**src/sv/assert_macros.svh**
```systemverilog
// Assertion macros for the top-level RTL file, which checks itself
`ifndef ASSERT_MACROS_SVH
`define ASSERT_MACROS_SVH

// Property that must hold at every rising edge outside reset
`define STDR_ASSERT(label, clk, rst, prop) \
   label: assert property (@(posedge clk) disable iff (rst) prop) \
      else $error("stdr assertion failed");

// Condition that must never be seen outside reset
`define STDR_NEVER(label, clk, rst, cond) \
   label: assert property (@(posedge clk) disable iff (rst) !(cond)) \
      else $error("stdr forbidden condition seen");

`endif

```
**src/sv/stdr_pkg.sv**
```systemverilog
// Types, constants and register codes of the step and turn dead-reckoning block
package stdr_pkg;

   // configuration register indexes
   localparam int CsrIndexWidth = 3;
   localparam int CsrDataWidth  = 15;

   localparam logic [CsrIndexWidth-1:0] CSR_STEP_THRESHOLD = 3'd0;
   localparam logic [CsrIndexWidth-1:0] CSR_STEP_COUNT_MIN = 3'd1;
   localparam logic [CsrIndexWidth-1:0] CSR_TURN_THRESHOLD = 3'd2;
   localparam logic [CsrIndexWidth-1:0] CSR_TURN_COUNT_MIN = 3'd3;
   localparam logic [CsrIndexWidth-1:0] CSR_STEP_LENGTH_CM = 3'd4;

   // reset values of the registers
   localparam logic [14:0] STEP_THRESHOLD_RST = 15'd700;
   localparam logic [7:0]  STEP_COUNT_MIN_RST = 8'd1;
   localparam logic [14:0] TURN_THRESHOLD_RST = 15'd100;
   localparam logic [7:0]  TURN_COUNT_MIN_RST = 8'd90;
   localparam logic [9:0]  STEP_LENGTH_CM_RST = 10'd200;

   // input word kinds
   localparam logic CMD_ACCEL = 1'b0;
   localparam logic CMD_GYRO  = 1'b1;

   localparam logic signed [31:0] COORD_MAX = 32'sh7FFF_FFFF;
   localparam logic signed [31:0] COORD_MIN = 32'sh8000_0000;

   typedef struct packed {
      logic [14:0] step_threshold;
      logic [7:0]  step_count_min;
      logic [14:0] turn_threshold;
      logic [7:0]  turn_count_min;
      logic [9:0]  step_length_cm;
   } cfg_type;

   // classified word handed from the front end to the back end
   typedef struct packed {
      logic        step;
      logic [15:0] yaw;
   } job_type;

   // queue fill status
   typedef struct packed {
      logic full;
      logic empty;
   } qstat_type;

endpackage

```
**src/sv/stdr_ifs.sv**
```systemverilog
// Handshake channels of the step and turn dead-reckoning block
interface stdr_req_if;
   logic               valid;
   logic               ready;
   logic               cmd;
   logic signed [15:0] sample;

   modport source (output valid, output cmd, output sample, input ready);
   modport sink (input valid, input cmd, input sample, output ready);
endinterface

interface stdr_rsp_if;
   logic               valid;
   logic               ready;
   logic               step_detected;
   logic               waypoint_valid;
   logic signed [31:0] waypoint_x;
   logic signed [31:0] waypoint_y;
   logic [15:0]        waypoint_number;
   logic [1:0]         heading_quarters;

   modport source (output valid, output step_detected, output waypoint_valid,
                   output waypoint_x, output waypoint_y, output waypoint_number,
                   output heading_quarters, input ready);
   modport sink (input valid, input step_detected, input waypoint_valid,
                 input waypoint_x, input waypoint_y, input waypoint_number,
                 input heading_quarters, output ready);
endinterface

```
**src/sv/stdr_queue.sv**
```systemverilog
// Two-entry queue of classified words between the front and back ends
module stdr_queue
   import stdr_pkg::*;
(
   input  logic      clock,
   input  logic      reset,
   input  logic      push,
   input  job_type   push_job,
   input  logic      pop,
   output job_type   head_job,
   output qstat_type stat
);

   job_type    entry_ff [2];
   logic       wr_ptr_ff, wr_ptr_in;
   logic       rd_ptr_ff, rd_ptr_in;
   logic [1:0] count_ff, count_in;

   // pointer and fill count update
   always_comb begin
      wr_ptr_in = push ? ~wr_ptr_ff : wr_ptr_ff;
      rd_ptr_in = pop ? ~rd_ptr_ff : rd_ptr_ff;
      count_in  = count_ff;
      if (push && !pop) begin
         count_in = count_ff + 2'd1;
      end else if (pop && !push) begin
         count_in = count_ff - 2'd1;
      end
   end

   always_ff @(posedge clock) begin
      if (reset) begin
         wr_ptr_ff <= 1'b0;
         rd_ptr_ff <= 1'b0;
         count_ff  <= 2'd0;
      end else begin
         wr_ptr_ff <= wr_ptr_in;
         rd_ptr_ff <= rd_ptr_in;
         count_ff  <= count_in;
      end
   end

   // storage, no reset needed
   always_ff @(posedge clock) begin
      if (push) begin
         entry_ff[wr_ptr_ff] <= push_job;
      end
   end

   assign head_job   = entry_ff[rd_ptr_ff];
   assign stat.full  = count_ff[1];
   assign stat.empty = (count_ff == 2'd0);

endmodule

```
**src/sv/stdr_front.sv**
```systemverilog
// Front end: takes sensor words, runs the step and turn detectors
module stdr_front
   import stdr_pkg::*;
(
   input  logic       clock,
   input  logic       reset,
   input  cfg_type    cfg,
   stdr_req_if.sink   req_bus,
   input  qstat_type  qstat,
   output logic       push,
   output job_type    push_job
);

   logic [7:0]  high_cnt_ff, high_cnt_in;
   logic [7:0]  low_cnt_ff, low_cnt_in;
   logic        high_seen_ff, high_seen_in;
   logic        low_seen_ff, low_seen_in;
   logic [7:0]  pos_cnt_ff, pos_cnt_in;
   logic [7:0]  neg_cnt_ff, neg_cnt_in;
   logic [15:0] yaw_ff, yaw_in;

   logic signed [16:0] smp;
   logic signed [16:0] th_pos;
   logic signed [16:0] th_neg;
   logic               above;
   logic               below;
   logic               step;

   assign req_bus.ready = !qstat.full;
   assign push          = req_bus.valid && req_bus.ready;

   // threshold compare, shared by both sensors
   always_comb begin
      smp    = {req_bus.sample[15], req_bus.sample};
      th_pos = (req_bus.cmd == CMD_GYRO) ? $signed({2'b00, cfg.turn_threshold})
                                         : $signed({2'b00, cfg.step_threshold});
      th_neg = -th_pos;
      above  = smp > th_pos;
      below  = smp < th_neg;
   end

   // detector next state
   always_comb begin
      high_cnt_in  = high_cnt_ff;
      low_cnt_in   = low_cnt_ff;
      high_seen_in = high_seen_ff;
      low_seen_in  = low_seen_ff;
      pos_cnt_in   = pos_cnt_ff;
      neg_cnt_in   = neg_cnt_ff;
      yaw_in       = yaw_ff;
      step         = 1'b0;
      if (req_bus.cmd == CMD_ACCEL) begin
         if (above) begin
            low_cnt_in  = 8'd0;
            high_cnt_in = (high_cnt_ff == 8'hFF) ? high_cnt_ff : high_cnt_ff + 8'd1;
            if (high_cnt_in > cfg.step_count_min) begin
               high_seen_in = 1'b1;
            end
         end else if (below) begin
            high_cnt_in = 8'd0;
            low_cnt_in  = (low_cnt_ff == 8'hFF) ? low_cnt_ff : low_cnt_ff + 8'd1;
            if (low_cnt_in > cfg.step_count_min) begin
               low_seen_in = 1'b1;
            end
         end
         // both phases seen: a step, detector starts afresh
         if (high_seen_in && low_seen_in) begin
            step         = 1'b1;
            high_seen_in = 1'b0;
            low_seen_in  = 1'b0;
            high_cnt_in  = 8'd0;
            low_cnt_in   = 8'd0;
         end
      end else begin
         if (above) begin
            neg_cnt_in = 8'd0;
            pos_cnt_in = (pos_cnt_ff == 8'hFF) ? pos_cnt_ff : pos_cnt_ff + 8'd1;
            if (pos_cnt_in > cfg.turn_count_min) begin
               pos_cnt_in = 8'd0;
               yaw_in     = yaw_ff + 16'd1;
            end
         end else if (below) begin
            pos_cnt_in = 8'd0;
            neg_cnt_in = (neg_cnt_ff == 8'hFF) ? neg_cnt_ff : neg_cnt_ff + 8'd1;
            if (neg_cnt_in > cfg.turn_count_min) begin
               neg_cnt_in = 8'd0;
               yaw_in     = yaw_ff - 16'd1;
            end
         end
      end
   end

   assign push_job.step = step;
   assign push_job.yaw  = yaw_in;

   always_ff @(posedge clock) begin
      if (reset) begin
         high_cnt_ff  <= 8'd0;
         low_cnt_ff   <= 8'd0;
         high_seen_ff <= 1'b0;
         low_seen_ff  <= 1'b0;
         pos_cnt_ff   <= 8'd0;
         neg_cnt_ff   <= 8'd0;
         yaw_ff       <= 16'd0;
      end else if (push) begin
         high_cnt_ff  <= high_cnt_in;
         low_cnt_ff   <= low_cnt_in;
         high_seen_ff <= high_seen_in;
         low_seen_ff  <= low_seen_in;
         pos_cnt_ff   <= pos_cnt_in;
         neg_cnt_ff   <= neg_cnt_in;
         yaw_ff       <= yaw_in;
      end
   end

endmodule

```
**src/sv/stdr_back.sv**
```systemverilog
// Back end: leg tracking, waypoint arithmetic and result register
module stdr_back
   import stdr_pkg::*;
(
   input  logic      clock,
   input  logic      reset,
   input  cfg_type   cfg,
   input  qstat_type qstat,
   input  job_type   head_job,
   output logic      pop,
   stdr_rsp_if.source rsp_bus
);

   // leg state
   logic [15:0] heading_ff, heading_in;
   logic [15:0] steps_ff, steps_in;
   logic [15:0] legs_ff, legs_in;
   logic signed [31:0] last_x_ff, last_x_in;
   logic signed [31:0] last_y_ff, last_y_in;

   // product stage
   logic        p_valid_ff;
   logic        p_step_ff, p_step_in;
   logic        p_wp_ff, p_wp_in;
   logic [1:0]  p_dir_ff, p_dir_in;
   logic [25:0] p_dist_ff, p_dist_in;
   logic [15:0] p_legs_ff;
   logic [1:0]  p_quarter_ff;

   // result register
   logic        o_valid_ff;
   logic        o_step_ff;
   logic        o_wp_ff;
   logic [15:0] o_legs_ff;
   logic [1:0]  o_quarter_ff;

   logic o_load;
   logic p_free;

   logic signed [31:0] base;
   logic signed [33:0] sum;
   logic signed [31:0] coord;

   // pipeline flow
   assign o_load = p_valid_ff && (!o_valid_ff || rsp_bus.ready);
   assign p_free = !p_valid_ff || o_load;
   assign pop    = !qstat.empty && p_free;

   // leg decision and distance product
   always_comb begin
      heading_in = heading_ff;
      steps_in   = steps_ff;
      legs_in    = legs_ff;
      p_step_in  = head_job.step;
      p_wp_in    = 1'b0;
      p_dir_in   = heading_ff[1:0];
      p_dist_in  = 26'(steps_ff) * 26'(cfg.step_length_cm);
      if (head_job.step) begin
         if (head_job.yaw == heading_ff) begin
            steps_in = (steps_ff == 16'hFFFF) ? steps_ff : steps_ff + 16'd1;
         end else begin
            p_wp_in    = 1'b1;
            legs_in    = (legs_ff == 16'hFFFF) ? legs_ff : legs_ff + 16'd1;
            heading_in = head_job.yaw;
            steps_in   = 16'd1;
         end
      end
   end

   always_ff @(posedge clock) begin
      if (reset) begin
         heading_ff <= 16'd0;
         steps_ff   <= 16'd0;
         legs_ff    <= 16'd0;
         p_valid_ff <= 1'b0;
      end else begin
         if (pop) begin
            heading_ff <= heading_in;
            steps_ff   <= steps_in;
            legs_ff    <= legs_in;
         end
         if (p_free) begin
            p_valid_ff <= pop;
         end
      end
   end

   always_ff @(posedge clock) begin
      if (pop) begin
         p_step_ff    <= p_step_in;
         p_wp_ff      <= p_wp_in;
         p_dir_ff     <= p_dir_in;
         p_dist_ff    <= p_dist_in;
         p_legs_ff    <= legs_in;
         p_quarter_ff <= head_job.yaw[1:0];
      end
   end

   // saturating move along the closed leg's heading: odd quarters on x
   always_comb begin
      base = p_dir_ff[0] ? last_x_ff : last_y_ff;
      if (p_dir_ff[1]) begin
         sum = {{2{base[31]}}, base} - $signed({8'd0, p_dist_ff});
      end else begin
         sum = {{2{base[31]}}, base} + $signed({8'd0, p_dist_ff});
      end
      if (sum[33:31] != 3'b000 && sum[33:31] != 3'b111) begin
         coord = sum[33] ? COORD_MIN : COORD_MAX;
      end else begin
         coord = sum[31:0];
      end
      last_x_in = last_x_ff;
      last_y_in = last_y_ff;
      if (p_wp_ff) begin
         if (p_dir_ff[0]) begin
            last_x_in = coord;
         end else begin
            last_y_in = coord;
         end
      end
   end

   always_ff @(posedge clock) begin
      if (reset) begin
         o_valid_ff <= 1'b0;
         last_x_ff  <= 32'sd0;
         last_y_ff  <= 32'sd0;
      end else begin
         if (o_load) begin
            o_valid_ff <= 1'b1;
            last_x_ff  <= last_x_in;
            last_y_ff  <= last_y_in;
         end else if (rsp_bus.ready) begin
            o_valid_ff <= 1'b0;
         end
      end
   end

   always_ff @(posedge clock) begin
      if (o_load) begin
         o_step_ff    <= p_step_ff;
         o_wp_ff      <= p_wp_ff;
         o_legs_ff    <= p_legs_ff;
         o_quarter_ff <= p_quarter_ff;
      end
   end

   // result word; coordinates come straight from the last waypoint
   assign rsp_bus.valid            = o_valid_ff;
   assign rsp_bus.step_detected    = o_step_ff;
   assign rsp_bus.waypoint_valid   = o_wp_ff;
   assign rsp_bus.waypoint_x       = last_x_ff;
   assign rsp_bus.waypoint_y       = last_y_ff;
   assign rsp_bus.waypoint_number  = o_legs_ff;
   assign rsp_bus.heading_quarters = o_quarter_ff;

endmodule

```
**src/sv/step_turn_dead_reckoning.sv**
```systemverilog
// Top level of the step and turn dead-reckoning block
//
// Sensor words enter on req_bus: cmd selects an accelerometer sample (mg) or
// a gyro yaw-rate sample (dps), each a signed 16-bit reading. Every accepted
// word yields exactly one result word on rsp_bus, in order: step flag,
// waypoint flag, the last waypoint in cm, the waypoint count and the heading
// in quarter turns.
// One word per cycle is sustained while rsp_bus.ready stays high; the front
// end updates the detectors in the cycle a word is taken, the back end
// makes the leg decision and the steps-times-length product in the product
// stage and the saturating coordinate add into the result register.
// A two-entry queue sits between front and back, so a stalled receiver
// first fills the result register, then the product stage, then the queue;
// only then does req_bus.ready fall.
// Registers are written through csr_we/csr_index/csr_wdata, by the user
// only while idle, unenforced by the block; unknown indexes are ignored.
// Synchronous reset clears all detectors, the leg state and the pipeline
// and loads the register defaults; no clearing pass follows.
`include "assert_macros.svh"

module step_turn_dead_reckoning
   import stdr_pkg::*;
(
   input  logic                     clock,
   input  logic                     reset,
   stdr_req_if.sink                 req_bus,
   stdr_rsp_if.source               rsp_bus,
   input  logic                     csr_we,
   input  logic [CsrIndexWidth-1:0] csr_index,
   input  logic [CsrDataWidth-1:0]  csr_wdata
);

   cfg_type   cfg_ff, cfg_in;
   qstat_type qstat;
   job_type   push_job;
   job_type   head_job;
   logic      push;
   logic      pop;

   // configuration registers
   always_comb begin
      cfg_in = cfg_ff;
      if (csr_we) begin
         case (csr_index)
            CSR_STEP_THRESHOLD: cfg_in.step_threshold = csr_wdata;
            CSR_STEP_COUNT_MIN: cfg_in.step_count_min = csr_wdata[7:0];
            CSR_TURN_THRESHOLD: cfg_in.turn_threshold = csr_wdata;
            CSR_TURN_COUNT_MIN: cfg_in.turn_count_min = csr_wdata[7:0];
            CSR_STEP_LENGTH_CM: cfg_in.step_length_cm = csr_wdata[9:0];
            default: cfg_in = cfg_ff;
         endcase
      end
   end

   always_ff @(posedge clock) begin
      if (reset) begin
         cfg_ff.step_threshold <= STEP_THRESHOLD_RST;
         cfg_ff.step_count_min <= STEP_COUNT_MIN_RST;
         cfg_ff.turn_threshold <= TURN_THRESHOLD_RST;
         cfg_ff.turn_count_min <= TURN_COUNT_MIN_RST;
         cfg_ff.step_length_cm <= STEP_LENGTH_CM_RST;
      end else begin
         cfg_ff <= cfg_in;
      end
   end

   stdr_front u_front (
      .clock    (clock),
      .reset    (reset),
      .cfg      (cfg_ff),
      .req_bus  (req_bus),
      .qstat    (qstat),
      .push     (push),
      .push_job (push_job)
   );

   stdr_queue u_queue (
      .clock    (clock),
      .reset    (reset),
      .push     (push),
      .push_job (push_job),
      .pop      (pop),
      .head_job (head_job),
      .stat     (qstat)
   );

   stdr_back u_back (
      .clock    (clock),
      .reset    (reset),
      .cfg      (cfg_ff),
      .qstat    (qstat),
      .head_job (head_job),
      .pop      (pop),
      .rsp_bus  (rsp_bus)
   );

   // checks
   `STDR_ASSERT(a_wp_needs_step, clock, reset, rsp_bus.valid && rsp_bus.waypoint_valid |-> rsp_bus.step_detected)
   `STDR_NEVER(a_no_push_full, clock, reset, push && qstat.full)
   `STDR_NEVER(a_no_pop_empty, clock, reset, pop && qstat.empty)
   `STDR_ASSERT(a_idle_after_reset, clock, 1'b0, $past(reset) |-> !rsp_bus.valid)

endmodule

```
**src/flat_wrapper.sv**
```systemverilog
// flat-port wrapper written by rule: the top's interface ports become plain ports
module step_turn_dead_reckoning_flat import stdr_pkg::*;
  (clock, reset, csr_we, csr_index, csr_wdata, req_bus_valid, req_bus_cmd, req_bus_sample, req_bus_ready, rsp_bus_valid, rsp_bus_step_detected, rsp_bus_waypoint_valid, rsp_bus_waypoint_x, rsp_bus_waypoint_y, rsp_bus_waypoint_number, rsp_bus_heading_quarters, rsp_bus_ready);
  stdr_req_if req_bus_i ();
  stdr_rsp_if rsp_bus_i ();
  input  logic clock;
  input  logic reset;
  input  logic csr_we;
  input  logic [CsrIndexWidth-1:0] csr_index;
  input  logic [CsrDataWidth-1:0] csr_wdata;
  input wire logic [$bits(req_bus_i.valid)-1:0] req_bus_valid;
  input wire logic [$bits(req_bus_i.cmd)-1:0] req_bus_cmd;
  input wire logic [$bits(req_bus_i.sample)-1:0] req_bus_sample;
  output wire logic [$bits(req_bus_i.ready)-1:0] req_bus_ready;
  output wire logic [$bits(rsp_bus_i.valid)-1:0] rsp_bus_valid;
  output wire logic [$bits(rsp_bus_i.step_detected)-1:0] rsp_bus_step_detected;
  output wire logic [$bits(rsp_bus_i.waypoint_valid)-1:0] rsp_bus_waypoint_valid;
  output wire logic [$bits(rsp_bus_i.waypoint_x)-1:0] rsp_bus_waypoint_x;
  output wire logic [$bits(rsp_bus_i.waypoint_y)-1:0] rsp_bus_waypoint_y;
  output wire logic [$bits(rsp_bus_i.waypoint_number)-1:0] rsp_bus_waypoint_number;
  output wire logic [$bits(rsp_bus_i.heading_quarters)-1:0] rsp_bus_heading_quarters;
  input wire logic [$bits(rsp_bus_i.ready)-1:0] rsp_bus_ready;
  assign req_bus_i.valid = req_bus_valid;
  assign req_bus_i.cmd = req_bus_cmd;
  assign req_bus_i.sample = req_bus_sample;
  assign req_bus_ready = req_bus_i.ready;
  assign rsp_bus_valid = rsp_bus_i.valid;
  assign rsp_bus_step_detected = rsp_bus_i.step_detected;
  assign rsp_bus_waypoint_valid = rsp_bus_i.waypoint_valid;
  assign rsp_bus_waypoint_x = rsp_bus_i.waypoint_x;
  assign rsp_bus_waypoint_y = rsp_bus_i.waypoint_y;
  assign rsp_bus_waypoint_number = rsp_bus_i.waypoint_number;
  assign rsp_bus_heading_quarters = rsp_bus_i.heading_quarters;
  assign rsp_bus_i.ready = rsp_bus_ready;
  step_turn_dead_reckoning u_core (.clock(clock), .reset(reset), .req_bus(req_bus_i), .rsp_bus(rsp_bus_i), .csr_we(csr_we), .csr_index(csr_index), .csr_wdata(csr_wdata));
endmodule
```
**config.mk**
```make
export PLATFORM = sky130hd
export DESIGN_NAME = step_turn_dead_reckoning_flat
export DESIGN_NICKNAME = d
export VERILOG_FILES = /design/src/sv/stdr_pkg.sv /design/src/sv/stdr_ifs.sv /design/src/sv/stdr_queue.sv /design/src/sv/stdr_front.sv /design/src/sv/stdr_back.sv /design/src/sv/step_turn_dead_reckoning.sv /design/src/flat_wrapper.sv
export VERILOG_INCLUDE_DIRS = /design/src /design/src/sv
export SDC_FILE = /design/constraint.sdc
export NUM_CORES = 1
export LEC_CHECK = 0
export ABC_AREA = 1
export BUFFER_PORTS_ARGS = -buffer_cell sky130_fd_sc_hd__clkbuf_2
export CORE_MARGIN = 4
export CORE_UTILIZATION = 35
export CTS_CLUSTER_DIAMETER = 60
export DETAILED_ROUTE_END_ITERATION = 16
export GPL_ROUTABILITY_DRIVEN = 0
export PLACE_DENSITY = 0.47
export SLEW_MARGIN = 20
export SYNTH_ARGS = -nofsm -noshare
export SYNTH_HDL_FRONTEND = slang
export SYNTH_SLANG_ARGS = --single-unit
```
**constraint.sdc**
```tcl
create_clock -name clock -period 6.7 [get_ports clock]
set_input_delay 0.67 -clock clock [delete_from_list [all_inputs] [get_ports clock]]
set_output_delay 0.67 -clock clock [all_outputs]
set_load 0.02 [all_outputs]
```
==> results_dict.tcl <==
set metrics [dict create \
    whs_ns 0.3786 \
    dp_cells 4503 \
    setup-tns-final_ns 0 \
    crit_arrival_ns 6.00 \
    clk_latency_ns 0.60 \
    drt_iter0_drc 1108 \
    hold_viol_final 0 \
    avgSynthCellArea_um2 7.166 \
    rsz0062_at_grt "no" \
    drive_gt1_share_pct 8.306 \
    path_class "flip-flop to flip-flop" \
    drc 0 \
    powerDensity_nw_per_um2 332.7 \
    finalSetupViolCount 0 \
    die-area_um2 76760 \
    finalClockSkew_ns 0.07343 \
    syn_to_final_growth_pct 11.83 \
    finalCriticalPeriod_ns 5.668 \
    vias 21770 \
    synth_nets 3854 \
    clk_path_buf_depth 3 \
    worst_pin_slew_ns 1.065 \
    start_kind "flip-flop" \
    n_antenna_cell 0 \
    synth-warning-count 0 \
    die_x_um 277.1 \
    synth-edff-count 102 \
    design_area_um2 28330 \
    critPathMaxFanout 17 \
    dp_hpwl_mm 51.89 \
    grt_max_degree 73 \
    io_pins 126 \
    synth_seq_cells 327 \
    via_per_inst 4.746 \
    synth_cell_types 48 \
    avgRoutedWirePerCell_um 14.91 \
    dr.pass1.iters 7 \
    drt_wl_total_mm 68.36 \
    nets 3918 \
    placementRows 98 \
    antenna_found_initial 0 \
    slew_violations 0 \
    start_util_pct 35.38 \
    die_y_um 277.1 \
    cts_tree "yes" \
    relSlewSlack_pct 28.98 \
    grt_overflow 0 \
    holdBufCountCts 0 \
    cts_num_sinks 327 \
    htree_levels 2 \
    ir_drop_uv 226.4 \
    cp.required_ns 7.03 \
    hp-class "input pin to flip-flop" \
    clock-root-buffer "clkbuf_16" \
    grt_pass1_wl_mm 112.2 \
    place_area_um2 26770 \
    period_share_pct 84.60 \
    fillCellCount 7649 \
    port_buffers 125 \
    core_area_um2 71610 \
    final_cells 4586 \
    grt_pass1_vias 21040 \
    syn-instance-count 3536 \
    max_cap_violations 0 \
    cp-end-kind "flip-flop" \
    antenna_left 0 \
    cts_buffers 45 \
    ys.flop_type "dfxtp_1" \
    synth_area_um2 25340 \
    leakagePower_nw 14.41 \
    grt_usage_pct 17.57 \
    ys_seq_area_share_pct 29.87 \
    clkTransAtPathRegs_ns 0.06 \
    async_flop_share_pct 0 \
    cts_resized 0 \
    status "complete, no violations" \
    utilization_pct 39.57 \
    cts_setup_buffers 0 \
    max_freq_mhz 176.4 \
]
final timing paths:
kind | startpoint | to | slack (ns) | cells past startpoint
setup / recovery | u_core.cfg_ff[2] | u_core.u_back.p_dist_ff[25] | 1.03 | 18
hold / removal | rsp_bus_ready | u_core.u_back.rsp_bus.valid | 0.38 | 4
setup reg to reg | u_core.cfg_ff[2] | u_core.u_back.p_dist_ff[25] | 1.03 | 18
hold reg to reg | u_core.u_back.p_legs_ff[4] | u_core.u_back.rsp_bus.waypoint_number[4] | 0.42 | 0
final cells by class:
cell class | instances | area [um^2] | share of cell area (%)
clock buffers | 52 | 1162 | 4.102
clock inverters | 31 | 406.6 | 1.435
inverters | 606 | 2278 | 8.041
multi-input cells | 2465 | 14880 | 52.51
flip-flops and latches | 327 | 7567 | 26.71
well taps | 950 | 1189 | 4.195
repair buffers | 155 | 853.3 | 3.012
worst max-delay path: stages, from the launching register on:
cell	delay (ns)
dfxtp_1	0.75
nand2_1	0.16
fa_1	0.54
inv_1	0.05
fa_1	0.53
fa_1	0.45
fa_1	0.55
inv_1	0.06
fa_1	0.52
inv_1	0.04
ha_1	0.34
nand2_1	0.10
nor2_1	0.16
nand4_1	0.09
o21ai_0	0.33
a21oi_1	0.17
o21ai_1	0.27
a21oi_1	0.12
xor2_1	0.15
cells in the final DEF (no fill, tap or decap), drive strengths merged, types with 9 or more instances in the layout:
cell type,instances
nor2,245
clkbuf,176
nand2,904
o21a,35
or2,19
o21ai,202
nand3,215
inv,609
edfxtp,102
xnor2,23
buf,31
dfxtp,225
xor2,110
ha,167
nand4,53
nor3,46
mux2i,10
fa,111
a21oi,250
nor4,10
a21o,9
clkinv,15
a211oi,25
cell usage after synthesis, types with 3 or more instances:
cell / count / area (um^2)
nand2_1: 890 / 3341
inv_1: 581 / 2181
a21oi_1: 250 / 1251
nor2_1: 242 / 908.4
dfxtp_1: 225 / 4504
nand3_1: 214 / 1071
ha_1: 167 / 2090
o21ai_0: 153 / 765.7
fa_1: 111 / 2222
xor2_1: 110 / 963.4
edfxtp_1: 102 / 3063
clkbuf_1: 97 / 364.1
nand4_1: 53 / 331.6
nor3_1: 44 / 220.2
o21ai_1: 43 / 215.2
o21a_1: 35 / 262.8
buf_2: 23 / 115.1
xnor2_1: 23 / 201.4
inv_2: 21 / 78.83
a211oi_1: 14 / 105.1
or2_1: 13 / 81.33
a211oi_2: 11 / 137.6
mux2i_1: 10 / 100.1
nand2_2: 10 / 62.56
a21o_1: 9 / 67.56
buf_6: 9 / 101.4
nor4_1: 9 / 56.30
a31oi_1: 6 / 37.54
buf_1: 6 / 22.52
o21ai_2: 6 / 52.55
nand3b_1: 5 / 37.54
o21bai_1: 5 / 37.54
or2_2: 5 / 31.28
nand2_4: 4 / 45.04
a21boi_1: 3 / 22.52
and2_1: 3 / 18.77
buf_4: 3 / 22.52
clkinv_1: 3 / 11.26
nor2_2: 3 / 18.77
o22ai_1: 3 / 18.77
through the flow:
step                      setup WS (ns)  power [mW]
after detailed placement         0.8950       7.015
after floorplan                   1.314       5.914
after global routing             0.6261       10.18
after CTS                        0.8670       9.561
final                             1.032       9.426
after global placement           0.9825       7.014
routing by layer:
| layer | global-route usage (%) | share of wire [%] | routed length, um |
|---|---|---|---|
| met1 | 24.72 | 49 | 33540 |
| met5 | 0 | 0 | 0 |
| met4 | 3.645 | 1.7 | 1176 |
| met3 | 2.301 | 3.8 | 2629 |
| met2 | 29.03 | 45 | 31010 |
sequential cells by signal, summed over array words and instances, names as in the netlist, 2 cells and up, named ones only:
name                                    flops
u_core.cfg_ff                              56
u_core.u_back.heading_ff                   16
u_core.u_back.legs_ff                      16
u_core.u_back.p_dir_ff                      2
u_core.u_back.p_dist_ff                    26
u_core.u_back.p_legs_ff                    16
u_core.u_back.p_quarter_ff                  2
u_core.u_back.rsp_bus.heading_quarters      2
u_core.u_back.rsp_bus.waypoint_number      16
u_core.u_back.rsp_bus.waypoint_x           32
u_core.u_back.rsp_bus.waypoint_y           32
u_core.u_back.steps_ff                     16
u_core.u_front.high_cnt_ff                  8
u_core.u_front.low_cnt_ff                   8
u_core.u_front.neg_cnt_ff                   8
u_core.u_front.pos_cnt_ff                   8
u_core.u_front.yaw_ff                      16
u_core.u_queue.count_ff                     2
u_core.u_queue.entry_ff                    34
power breakdown:
group / switching (mW) / internal [mW] / total (mW)
registers: 0.308 / 2.60 / 2.91
logic: 2.79 / 1.24 / 4.03
clock network: 1.01 / 1.47 / 2.49
total: 4.11 / 5.32 / 9.43
kinds of logic (layout without fill, tap and decap cells):
| group | Yosys count | count (layout) | share of synthesized area [%] |
|---|---|---|---|
| AND/OR/NAND/NOR | 1502 | 1502 | 24.81 |
| buffers and inverters | 744 | 844 | 11.46 |
| AO/OA/AOI/OAI | 542 | 542 | 11.86 |
| flip-flops | 327 | 327 | 29.87 |
| adder cells (fa/ha/maj) | 278 | 278 | 17.02 |
| XOR/XNOR | 133 | 133 | 4.597 |
| multiplexers | 10 | 10 | 0.3951 |
Note: power is estimated with default switching activity, not from simulation.
